[src/sv/assert_macros.svh]
// Assertion macros shared by the change detector RTL.
// No dependencies; included by files that carry concurrent assertions.
`ifndef ASSERT_MACROS_SVH
`define ASSERT_MACROS_SVH

// check a property every clock while out of reset
`define ASSERT_ALWAYS(lbl, clk, rst_n, prop, msg) \
	lbl: assert property (@(posedge clk) disable iff (!rst_n) (prop)) else $error(msg);

// check that a condition implies another in the same cycle
`define ASSERT_IMPLIES(lbl, clk, rst_n, ante, cons, msg) \
	lbl: assert property (@(posedge clk) disable iff (!rst_n) (ante) |-> (cons)) \
		else $error(msg);

`endif

[src/sv/dicd_pkg.sv]
// Types, codes and constants of the digital input change detector.
// No dependencies; used by scoped names in every module but dicd_fifo.
`default_nettype none
package dicd_pkg;

	localparam int WORD_BITS   = 16;
	localparam int WORD_DEPTH  = 256;
	localparam int POINT_COUNT = 4096;

	localparam logic [1:0] MODE_FAULT  = 2'd0;
	localparam logic [1:0] MODE_FORCE  = 2'd1;
	localparam logic [1:0] MODE_STATE  = 2'd2;
	localparam logic [1:0] MODE_COMMIT = 2'd3;

	typedef struct packed {
		logic [1:0]  mode;
		logic [7:0]  word_index;
		logic [15:0] state_bits;
		logic [15:0] force_bits;
		logic [15:0] fault_bits;
		logic [15:0] scan_bits;
		logic [15:0] range_mask;
	} in_item_t;

	typedef struct packed {
		logic [11:0] point_no;
		logic [1:0]  event_kind;
		logic        live_state;
		logic        fault_flag;
		logic        man_set;
		logic        last;
	} out_item_t;

	typedef struct packed {
		logic [1:0]  mode;
		logic [7:0]  word_index;
		logic [15:0] state_bits;
		logic [15:0] force_bits;
		logic [15:0] fault_bits;
		logic [15:0] hit;
	} work_t;

	typedef struct packed {
		logic [15:0] state_bits;
		logic [15:0] force_bits;
		logic [15:0] fault_bits;
	} image_t;

	// points of a word whose number lies below POINT_COUNT
	function automatic logic [15:0] point_mask(input logic [7:0] word_index);
		logic [15:0] m;
		m = '0;
		for (int b = 0; b < WORD_BITS; b++) begin
			m[b] = ({5'd0, word_index, 4'(b)} < 17'(POINT_COUNT));
		end
		return m;
	endfunction

endpackage
`default_nettype wire

[src/sv/dicd_back.sv]
// Back end: walks the changed points of a queued word, lowest point first.
// Depends on dicd_pkg; emits one event per cycle while a word waits and the result queue has room.
`default_nettype none
module dicd_back (
	input  wire logic            clk,
	input  wire logic            arst_n,
	input  wire logic            wq_empty,
	output logic                 wq_pop,
	input  wire dicd_pkg::work_t work,
	output logic                 oq_push,
	input  wire logic            oq_full,
	output dicd_pkg::out_item_t  oq_data
);

	logic [15:0] done_q;
	logic [15:0] remain;
	logic [15:0] lsb;
	logic [3:0]  bit_idx;
	logic        is_last;
	logic        fire;

	always_comb begin
		remain  = work.hit & ~done_q;
		lsb     = remain & (~remain + 16'd1);
		bit_idx = '0;
		for (int i = 0; i < dicd_pkg::WORD_BITS; i++) begin
			if (lsb[i]) begin
				bit_idx = bit_idx | 4'(i);
			end
		end
		is_last = (remain & ~lsb) == '0;
	end

	assign fire    = !wq_empty && !oq_full;
	assign oq_push = fire;
	assign wq_pop  = fire && is_last;

	assign oq_data.point_no   = {work.word_index, bit_idx};
	assign oq_data.event_kind = work.mode;
	assign oq_data.live_state = work.state_bits[bit_idx];
	assign oq_data.fault_flag = work.fault_bits[bit_idx];
	assign oq_data.man_set    = work.force_bits[bit_idx];
	assign oq_data.last       = is_last;

	always_ff @(posedge clk or negedge arst_n) begin
		if (!arst_n) begin
			done_q <= '0;
		end else if (fire) begin
			done_q <= is_last ? '0 : (done_q | lsb);
		end
	end

endmodule
`default_nettype wire

[config.mk]
export PLATFORM = sky130hd
export DESIGN_NAME = dicd_back
export DESIGN_NICKNAME = d
export VERILOG_FILES = /design/src/sv/assert_macros.svh /design/src/sv/dicd_pkg.sv /design/src/sv/dicd_back.sv
export SDC_FILE = /design/constraint.sdc
export NUM_CORES = 1
export LEC_CHECK = 0
export ABC_AREA = 1
export BUFFER_PORTS_ARGS = -buffer_cell sky130_fd_sc_hd__buf_2
export CORE_ASPECT_RATIO = 2
export CORE_MARGIN = 8
export CORE_UTILIZATION = 35
export CTS_CLUSTER_SIZE = 10
export DETAILED_ROUTE_END_ITERATION = 10
export PLACE_DENSITY = 0.66
export SLEW_MARGIN = 15
export SYNTH_ARGS = -nofsm -noshare
export SYNTH_HDL_FRONTEND = slang
export SYNTH_SLANG_ARGS = --single-unit
[constraint.sdc]
create_clock -name clk -period 2.17 [get_ports clk]
set_clock_uncertainty 0.15 [all_clocks]
set_input_delay 0.434 -clock clk [delete_from_list [all_inputs] [get_ports clk]]
set_output_delay 0.434 -clock clk [all_outputs]
set_load 0.005 [all_outputs]
==> results.ini <==
[run_status]
status=finished, violations left
failed_checks=setup timing

[synth]
synth_cell_types=28
synth_most_common_cell=nand2_1
synth_top_area_share_pct=19.52
syn_inst=346
synth_seq_cells=16
synthTopCellsByArea=dfrtp_1 (20%), nand3_1 (15%), nand2_1 (12%)
synth_edf_count=0
synth_seq_area_share_pct=19.52
syn_nets=424
yosys-top-cells-count=nand2_1 (66), nand3_1 (61), inv_1 (56)
yosysWarnings=0
ys.flop_type=dfrtp_1
yosysTopAreaCell=dfrtp_1
syn_area_um2=2051
async_flop_share_pct=100.0
syn_avg_cell_area_um2=5.927

[critical_path]
r2r_setup_slack_ns=-0.39
path_max_fanout=6
r2r_end=done_q[15]$_DFFE_PN0P_
cp_num_buf_inv=4
crit_slowest_cell=dfrtp_1
crit-reg2reg-launch=done_q[1]$_DFFE_PN0P_
rr_worst_depth=18
cp_data_required_time_ns=1.59
cpPeakStageDelay_ns=0.38
crit_path_end_kind=primary output
start_kind=register
cp_common_cell=nand3_1
critical_path.top_delay_family=simple AND/OR/NAND/NOR gates
crit_type=register to primary output
cp.arrival_ns=2.17
crit_chain=inv_2 -> nand2_8 -> nand2_4 -> nor2_1 -> nand3_1 -> nand3_2 -> nor2_4 -> buf_12 -> buf_8 -> nand3b_1 -> nand3_1 -> nand3_1 -> nand3_1 -> nand2_1 -> buf_2

[clocking]
cts_tree=done
clock-sinks=16
path_clk_slew_ns=0.05
cts_max_path_buffers=2
numCtsBuffers=3
h-tree-depth=1
clk_root_buffer_cell=clkbuf_16
clk_latency_ns=0.26

[grt]
grtUsageTotal_pct=17.87
grt_pass1_vias=2918
antenna_found_initial=0
grt.busiest_layer=met2
met2_usage_pct=35.97
grt_overflow_total=0
use_met3_pct=3.110
grt_pass1_wl_um=13020
met1_usage_pct=15.53
grt_max_degree=25

[sta]
rsz0062_at_grt=true
fin_crit_sh_pct=126.8
maxSlewHeadroom_pct=73.48
max_freq_ghz=0.3634
finalMaxSlewViolations=0
worst-slew-pin-transition_ns=0.3979
setup_viol=25
setup_tns_ns=-4.813
hold_viol_final=0
worst_slack_ns=-0.5820
layout_min_cycle_time_ns=2.752

[layout]
fill_cells=515
instances_no_fill=553
drive_gt1_share_pct=51.22
n_antenna_cell=0
reg_top3=done_q x16
max_flop_register=done_q
largest_reg_flops=16
fin_nets=571
area_growth_syn_to_layout_pct=74.56
design_area_um2=3580

[placed_design]
place_area_um2=2929
place.gp.congestion=0.9307
dpl.hpwl_um=6128
placed_cells=515
io_buffers=77

[min_path]
min_path_cells=2
hold_path_class=register to register
hold_path_end=done_q[12]$_DFFE_PN0P_
worstHoldStart=done_q[12]$_DFFE_PN0P_

[floorplanning]
dieWidth_um=70.13
core_area_um2=5709
die_h_um=124.3
num_io_pins=98
dieArea_um2=8713
rows=39
start_util_pct=35.92

[flow_run]
drv_cap=0

[detailed_routing]
wl_per_cell_um=15.18
ant_nets=0
drtPass1Iterations=7
viasPerCell=5.014
drtIter0Drc=134
vias=2773
finalWirelength_um=8396
drc_errors=0

[pwr]
vdd_drop_max_mv=1.336
p_per_area_nw_per_um2=1510
leakagePower_nw=2.037

[cells by family (layout without fill, tap and decap cells)]
| family | count (synthesis) | in the layout | synth area share [%] |
|---|---|---|---|
| simple gates | 216 | 217 | 54.18 |
| buf+inv | 92 | 237 | 20.44 |
| compound gates | 22 | 22 | 5.857 |
| flops | 16 | 16 | 19.52 |
[timing repair]
action                                  in CTS  in global routing
setup buffers                               24                  5
gates cloned                                 3                  2
hold endpoints to repair                    16                  0
endpoints found under the setup margin      24                 25
gates resized for setup                     39                 32
hold buffers                                 1                  0
pin swaps                                   23                 33
[layout by cell type, fill, tap and decap left out, types with 2 or more instances in the layout]
master	netlist	layout
dfrtp_1	16	16
nor2_1	34	22
buf_2	5	76
buf_12	0	3
nor3_2	1	2
buf_6	3	15
clkbuf_16	0	4
nor2_4	3	8
o211ai_1	2	2
buf_4	12	61
nand2_1	66	51
a21oi_1	13	13
buf_8	0	5
nand3_4	0	2
o21ai_0	3	3
nand3_1	61	51
inv_4	0	2
nand2_8	0	6
nor2_2	3	10
nand3b_1	19	19
nand4_1	7	7
nand2_4	5	16
inv_2	15	17
nand2_2	9	8
nand3_2	2	10
inv_1	56	51
[per-layer routing]
layer | part of all wire [%] | routed length [um] | vias to the layer above
met5 | 0 | 0 | -
met4 | 3.9 | 325 | 0
met3 | 5.3 | 449 | 31
met2 | 58 | 4836 | 108
met1 | 33 | 2784 | 1255
li1 | - | - | 1379
[stage by stage]
stage	utilization [%]	setup slack, ns	power [W]	hold WS, ns
floorplan	-	-0.01695	0.002795	-0.01159
global placement	51.30	-0.5624	0.003912	0.2250
detailed placement	51.30	-0.5532	0.003964	0.2243
CTS	59.39	-0.5618	0.005043	0.3420
global route	62.70	-0.6924	0.005833	0.3759
finish	62.70	-0.5820	0.005404	0.3525
[report_power, final]
part / switching, W / total [W] / internal (W)
clock: 0.000131 / 0.000412 / 0.000281
sequential: 0.0000633 / 0.000499 / 0.000436
combinational: 0.00237 / 0.00449 / 0.00212
total: 0.00256 / 0.00540 / 0.00284
[cell type report]
| type | instances | area, um^2 | area share [%] |
|---|---|---|---|
| clock buffers | 4 | 88.84 | 2.482 |
| inverters | 71 | 279.0 | 7.794 |
| repair buffers | 162 | 1177 | 32.89 |
| well taps | 61 | 76.32 | 2.132 |
| multi-input cells | 239 | 1558 | 43.52 |
| flip-flops and latches | 16 | 400.4 | 11.18 |
[worst min-delay path, stage by stage, from the launching register on]
cell and delay [ns]:
dfrtp_1 0.34, nor2_1 0.05, nor2_1 0.07
[worst max-delay path by stage]
stage                          startpoint          to  slack, ns  cells after the start
global placement                  work[8]  oq_data[1]      -0.56                     14
global route        done_q[0]$_DFFE_PN0P_  oq_data[1]      -0.69                     15
detailed placement                work[5]  oq_data[1]      -0.55                     16
finish              done_q[3]$_DFFE_PN0P_  oq_data[3]      -0.58                     15
CTS                 done_q[3]$_DFFE_PN0P_  oq_data[3]      -0.56                     15
floorplan                         work[1]      wq_pop      -0.02                     12
No activity file was read; power rests on OpenSTA's default activity.
