`src/sv/assert_macros.svh`:
```
// Assertion macros shared by the change detector RTL.
// No dependencies; included by files that carry concurrent assertions.
`ifndef ASSERT_MACROS_SVH
`define ASSERT_MACROS_SVH

// check a property every clock while out of reset
`define ASSERT_ALWAYS(lbl, clk, rst_n, prop, msg) \
	lbl: assert property (@(posedge clk) disable iff (!rst_n) (prop)) else $error(msg);

// check that a condition implies another in the same cycle
`define ASSERT_IMPLIES(lbl, clk, rst_n, ante, cons, msg) \
	lbl: assert property (@(posedge clk) disable iff (!rst_n) (ante) |-> (cons)) \
		else $error(msg);

`endif

```
`src/sv/dicd_fifo.sv`:
```
// Two-entry queue of any packed type, used as the work and result queues.
// Depends on nothing but the item type given as a parameter.
`default_nettype none
module dicd_fifo #(
	parameter type T = logic
) (
	input  wire logic clk,
	input  wire logic arst_n,
	input  wire logic push,
	output logic      full,
	input  wire T     din,
	input  wire logic pop,
	output logic      empty,
	output T          dout
);

	T           mem_q [2];
	logic       wr_ptr_q;
	logic       rd_ptr_q;
	logic [1:0] count_q;
	logic       do_push;
	logic       do_pop;

	assign full    = (count_q == 2'd2);
	assign empty   = (count_q == 2'd0);
	assign do_push = push && !full;
	assign do_pop  = pop && !empty;
	assign dout    = mem_q[rd_ptr_q];

	always_ff @(posedge clk) begin
		if (do_push) begin
			mem_q[wr_ptr_q] <= din;
		end
	end

	always_ff @(posedge clk or negedge arst_n) begin
		if (!arst_n) begin
			wr_ptr_q <= 1'b0;
			rd_ptr_q <= 1'b0;
			count_q  <= 2'd0;
		end else begin
			if (do_push) begin
				wr_ptr_q <= !wr_ptr_q;
			end
			if (do_pop) begin
				rd_ptr_q <= !rd_ptr_q;
			end
			unique case ({do_push, do_pop})
				2'b10:   count_q <= count_q + 2'd1;
				2'b01:   count_q <= count_q - 2'd1;
				default: count_q <= count_q;
			endcase
		end
	end

endmodule
`default_nettype wire

```
`config.mk`:
```
export PLATFORM = sky130hd
export DESIGN_NAME = dicd_fifo
export DESIGN_NICKNAME = d
export VERILOG_FILES = /design/src/sv/assert_macros.svh /design/src/sv/dicd_fifo.sv
export SDC_FILE = /design/constraint.sdc
export NUM_CORES = 1
export LEC_CHECK = 0
export ABC_AREA = 1
export BUFFER_PORTS_ARGS = -buffer_cell sky130_fd_sc_hd__buf_2
export CORE_AREA = 2 2 39 41
export CTS_CLUSTER_DIAMETER = 100
export DETAILED_ROUTE_END_ITERATION = 10
export DIE_AREA = 0 0 41 43
export PLACE_DENSITY = 0.42
export SLEW_MARGIN = 25
export SYNTH_ARGS = -nofsm -noshare
export SYNTH_HDL_FRONTEND = slang
export SYNTH_SLANG_ARGS = --single-unit
```
`constraint.sdc`:
```
create_clock -name clk -period 1.4 [get_ports clk]
set_input_delay 0 -clock clk [delete_from_list [all_inputs] [get_ports clk]]
set_output_delay 0 -clock clk [all_outputs]
set_load 0.03 [all_outputs]
```
==> impl_metrics.toml, run 1 <==
[yosys]
ys.warnings.count = 0
netlist_area_um2 = 307
syn_nets = 44
synthDistinctLibCells = 13
yosysSeqAreaShare = 0.522
syn_avg_cell_area_um2 = 8.07
ys_ff_latch = 6
synthCells = 38

[detailed_routing]
ant_nets = 0
firstDrtPassIters = 2
vias = 267
routed_wl_um = 529
drt-initial-drc-count = 1
wire_per_inst_um = 7.56
remaining_drc_errors = 0
drt-vias-per-instance = 3.81

[sta]
setup_ws_ns = 0.129
setup_violations = 0
rsz0062_at_grt = "no"
report.final.hold_viol_count = 0
clock_skew_ns = 0.00427
period_needed_ns = 1.27
setup_tns_ns = 0
maxSlewHeadroom = 0.874
worst_slew_pin_slew_ns = 0.189
slew_viol_final = 0
hold_ws_ns = 0.0158
finalCritPeriodShare = 0.908
fmax_ghz = 0.786

[global_route]
antenna_found_initial = 0
grt_pass1_vias = 222
gr-total-overflow = 0
grt_max_degree = 5
grt_usage = 0.0758
grt_pass1_wl_um = 834

[cts]
htreeDepth = 1
cts.path.max_buffers = 2
clk_pin_slew_ns = 0.05
cts_tree = "done"
postCtsSetupBuffers = 0
clk_latency_ns = 0.25
cts_buffers = 3
root_buffer = "clkbuf_4"
cts.sinks = 6

[placed_design]
hpwl_um = 433
routabilityCongestion = 0.738
dp_slack_ns = 0.0732
portBuffers = 7

[floorplanning]
die_area_mm2 = 0.00176
io_pins = 8
die_x_um = 41
core_area_mm2 = 0.00138
rows = 14
fp.dieH_um = 43
initial_core_util = 0.222

[finish]
drive_above_1_share = 0.370
fin_nets = 61
layout-area-overhead-vs-synth_pct = 45.7
num_antenna_cells = 0
fin_util = 0.323

[setup_path]
worstReg2RegStart = "count_q[0]$_DFFE_PN0P_"
r2r_setup_slack_ns = 0.13
critPathMaxStageDelay_ns = 0.42
cp_slowest_cell = "dfrtp_1"
crit_path_end = "count_q[1]$_DFFE_PN0P_"
critPathKind = "register to register"
required_ns = 1.53
path_max_fanout = 4
path_cells = "inv_2 > nand2_2 > nand2_1 > inv_1 > ha_4 > inv_1 > nand3_1 > nand2_1 > nand2_1"
startpoint_type = "register"
worst_ep_arrival_time_ns = 1.41
reg2reg_depth = 9
reg2reg_to = "count_q[1]$_DFFE_PN0P_"
cp-startpoint = "count_q[0]$_DFFE_PN0P_"
crit_top_cell = "nand2_1"
end_kind = "register"

[flow_run]
maxCapViolations = 0

[pwr]
p_total_mw = 1.01
vdd_ir_drop_max_uv = 731
powerDensity_mw_per_mm2 = 2270
p_leak_nw = 0.245

[run_status]
status = "finished, final reports clean"

[hold_path]
holdCritPathClass = "primary input to register"
## sequential cells by signal (all words and copies together) (netlist names)
name      flops
rd_ptr_q      1
mem_q         2
count_q       2
wr_ptr_q      1
## layout by cell type, fill, tap and decap left out
master         Yosys  final
inv_1              7      7
nand2_1           12     12
xnor2_1            1      1
dlygate4sd3_1      0      2
nor2_1             1      1
nand4_1            1      1
buf_2              0      7
dfrtp_1            4      4
nand3_1            3      3
clkbuf_4           0      3
nor2_2             1      1
ha_4               0      1
edfxtp_1           2      2
buf_4              0      3
inv_2              3      3
o21ai_2            0      1
nand2_2            1      1
clkbuf_1           0      1
## cell type report
| type | instances | area [um2] |
|---|---|---|
| sequential | 6 | 160 |
| fill | 149 | 937 |
| timing repair buffer | 12 | 77.6 |
| inverter | 10 | 37.5 |
| tap | 16 | 20.0 |
| multi-input combinational | 22 | 125 |
| clock buffer | 4 | 26.3 |
## cell usage after synthesis (all sizes together)
library cell / instances / area share
xnor2: 1 / 0.029
nand4: 1 / 0.020
nor2: 2 / 0.033
ha: 1 / 0.041
nand2: 13 / 0.17
dfrtp: 4 / 0.33
inv: 10 / 0.12
edfxtp: 2 / 0.20
o21ai: 1 / 0.016
nand3: 3 / 0.049
## power breakdown
part / total (mW) / switching (mW) / internal [mW]
combinational: 0.527 / 0.315 / 0.212
clock: 0.175 / 0.0668 / 0.108
sequential: 0.310 / 0.0507 / 0.260
## repair_timing
item,4_1_cts,5_1_grt
endpoints found under the setup margin,0,1
resized for setup,0,2
hold buffers,2,0
hold endpoints to repair,6,0
## through the flow
stage	instance area, um2	instances
global route	447	70
global placement	384	64
floorplan	307	38
detailed placement	384	64
CTS	430	70
finish	447	70
## worst max-delay path: cells and delay by family, from the launching register on
kind	cells	cell delay, ns
flops	1	0.42
fa+ha+maj	1	0.22
simple gates	5	0.32
buf+inv	3	0.22
## per-layer routing
metal  vias up  track usage  share of wire
li1        148            -              -
met1       110       0.0987           0.49
met2         7       0.0938           0.46
met3         2       0.0157          0.025
met4         0       0.0800          0.028
met5         -            0              0
## how the worst min path moves through the flow
stage,from,to,slack [ns],cells past startpoint
detailed placement,arst_n,count_q[0]$_DFFE_PN0P_,-0.19,1
CTS,pop,rd_ptr_q$_DFFE_PN0P_,0.02,3
floorplan,arst_n,count_q[0]$_DFFE_PN0P_,-0.30,0
finish,pop,rd_ptr_q$_DFFE_PN0P_,0.02,3
global route,pop,rd_ptr_q$_DFFE_PN0P_,0.02,3
global placement,arst_n,count_q[0]$_DFFE_PN0P_,-0.19,1
## logic make-up after synthesis
kind of cell	Yosys count	share of synthesized area
AND/OR/NAND/NOR	19	0.269
buffers and inverters	10	0.122
flip-flops	6	0.522
AO/OA/AOI/OAI	1	0.0163
XOR/XNOR	1	0.0286
adder cells (fa/ha/maj)	1	0.0408
(Power assumes the default switching activity.)
==> run 2, diff against run 1 <==
--- a/config.mk
+++ b/config.mk
@@ -11,7 +11,9 @@
 export CTS_CLUSTER_DIAMETER = 100
 export DETAILED_ROUTE_END_ITERATION = 10
 export DIE_AREA = 0 0 41 43
+export GPL_ROUTABILITY_DRIVEN = 0
 export PLACE_DENSITY = 0.42
+export RECOVER_POWER = 50
 export SLEW_MARGIN = 25
 export SYNTH_ARGS = -nofsm -noshare
 export SYNTH_HDL_FRONTEND = slang
==> run 2 against run 1 <==
  * First-iteration DRC count did not move
  * Clock-buffer cell count did not move
  * Worst setup slack did not move
  * Die area did not move
  * Sequential cell count did not move
  * Cell area fell by 0.28%
==> impl_metrics.toml, run 2 (same netlist as run 1, synthesis figures left out) <==
[detailed_routing]
routed_wl_um = 529
firstDrtPassIters = 2
vias = 267
drt-initial-drc-count = 1
remaining_drc_errors = 0
wire_per_inst_um = 7.56
drt-vias-per-instance = 3.81
ant_nets = 0

[setup_path]
critPathMaxStageDelay_ns = 0.42
cp.buffers_inverters = 3
path_max_fanout = 4
required_ns = 1.53
critPathKind = "register to register"
path_cells = "inv_2 > nand2_2 > nand2_1 > inv_1 > ha_4 > inv_1 > nand3_1 > nand2_1 > nand2_1"
startpoint_type = "register"
end_kind = "register"
cp_slowest_cell = "dfrtp_1"
cp_top_family = "flip-flops"
worst_ep_arrival_time_ns = 1.41
crit_top_cell = "nand2_1"

[floorplanning]
io_pins = 8
initial_core_util = 0.222
fp.dieH_um = 43
die_area_mm2 = 0.00176
rows = 14
core_area_mm2 = 0.00138
die_x_um = 41

[sta]
setup_ws_ns = 0.129
slew_viol_final = 0
period_needed_ns = 1.27
finalCritPeriodShare = 0.908
worst_slew_pin_slew_ns = 0.223
clock_skew_ns = 0.00427
fmax_ghz = 0.786
report.final.hold_viol_count = 0
setup_violations = 0
setup_tns_ns = 0
hold_ws_ns = 0.0158
rsz0062_at_grt = "no"
maxSlewHeadroom = 0.851

[placed_design]
placed_area_um2 = 384
portBuffers = 7
dp_slack_ns = 0.0732
hpwl_um = 433

[cts]
postCtsSetupBuffers = 0
htreeDepth = 1
cts_tree = "done"
clk_latency_ns = 0.25
root_buffer = "clkbuf_4"
cts_buffers = 3
cts.path.max_buffers = 2
cts.sinks = 6
clk_pin_slew_ns = 0.05

[finish]
final_cell_mix = "12 x nand2_1, 7 x inv_1, 6 x buf_2"
fin_nets = 61
final_common_cell = "nand2_1"
drive_above_1_share = 0.352
layout-area-overhead-vs-synth_pct = 45.3
biggestRegsByFlops = "count_q (2), mem_q (2)"
design_area_um2 = 445
num_antenna_cells = 0

[global_route]
grt_usage = 0.0758
grt_pass1_wl_um = 834
antenna_found_initial = 0
grt_max_degree = 5
gr-total-overflow = 0
grt_pass1_vias = 222

[pwr]
powerDensity_mw_per_mm2 = 2270
p_leak_nw = 0.242
vdd_ir_drop_max_uv = 731

[flow_run]
maxCapViolations = 0

[run_status]
status = "finished, final reports clean"

[hold_path]
holdCritPathClass = "primary input to register"
-- run 2: cell count changes in the layout (fill, tap and decap cells not counted), sizes merged --
cell and change:
clkbuf +1, buf -1
-- run 2: power by group --
part | switching [mW] | internal [mW]
combinational | 0.315 | 0.212
clock | 0.0668 | 0.108
sequential | 0.0507 | 0.260
-- run 2: layer usage --
metal / vias up / global-route usage / wire, um / part of all wire
li1: 148 / - / - / -
met1: 110 / 0.0987 / 259 / 0.49
met2: 7 / 0.0938 / 241 / 0.46
met3: 2 / 0.0157 / 13 / 0.025
met4: 0 / 0.0800 / 15 / 0.028
met5: - / 0 / 0 / 0
-- run 2: final cells by class --
type                            instances  area, um2
Inverter                               10       37.5
Timing Repair Buffer                   12       76.3
Tap cell                               16       20.0
Clock buffer                            4       26.3
Multi-Input combinational cell         22        125
Sequential cell                         6        160
Fill cell                             150        938
-- run 2: stage by stage --
step | std cells | utilization | total power, mW
after CTS | 70 | 0.311 | 0.998
after global routing | 70 | 0.322 | 1.11
after detailed placement | 64 | 0.278 | 0.813
final | 70 | 0.322 | 1.01
after floorplan | 38 | - | 0.658
after global placement | 64 | 0.278 | 0.816
-- run 2: path summary, 6_finish.rpt --
check,to,slack [ns],depth (start not counted),from
min in group asynchronous,wr_ptr_q$_DFFE_PN0P_,0.11,2,arst_n
setup reg to reg,count_q[1]$_DFFE_PN0P_,0.13,9,count_q[0]$_DFFE_PN0P_
setup / recovery,count_q[1]$_DFFE_PN0P_,0.13,9,count_q[0]$_DFFE_PN0P_
max in group asynchronous,rd_ptr_q$_DFFE_PN0P_,1.10,2,arst_n
hold reg to reg,wr_ptr_q$_DFFE_PN0P_,0.48,2,wr_ptr_q$_DFFE_PN0P_
hold / removal,rd_ptr_q$_DFFE_PN0P_,0.02,3,pop
-- run 2: repair_timing --
| item | 4_1_cts | 5_1_grt |
|---|---|---|
| gates resized for setup | 0 | 2 |
| hold buffers | 2 | 0 |
| endpoints found under the setup margin | 0 | 1 |
| hold endpoints to repair | 6 | 0 |
-- run 2: worst register-to-register path, stage by stage (launching register included) --
cell,delay (ns)
dfrtp_1,0.42
inv_2,0.08
nand2_2,0.06
nand2_1,0.08
inv_1,0.07
ha_4,0.22
inv_1,0.07
nand3_1,0.08
nand2_1,0.06
nand2_1,0.04
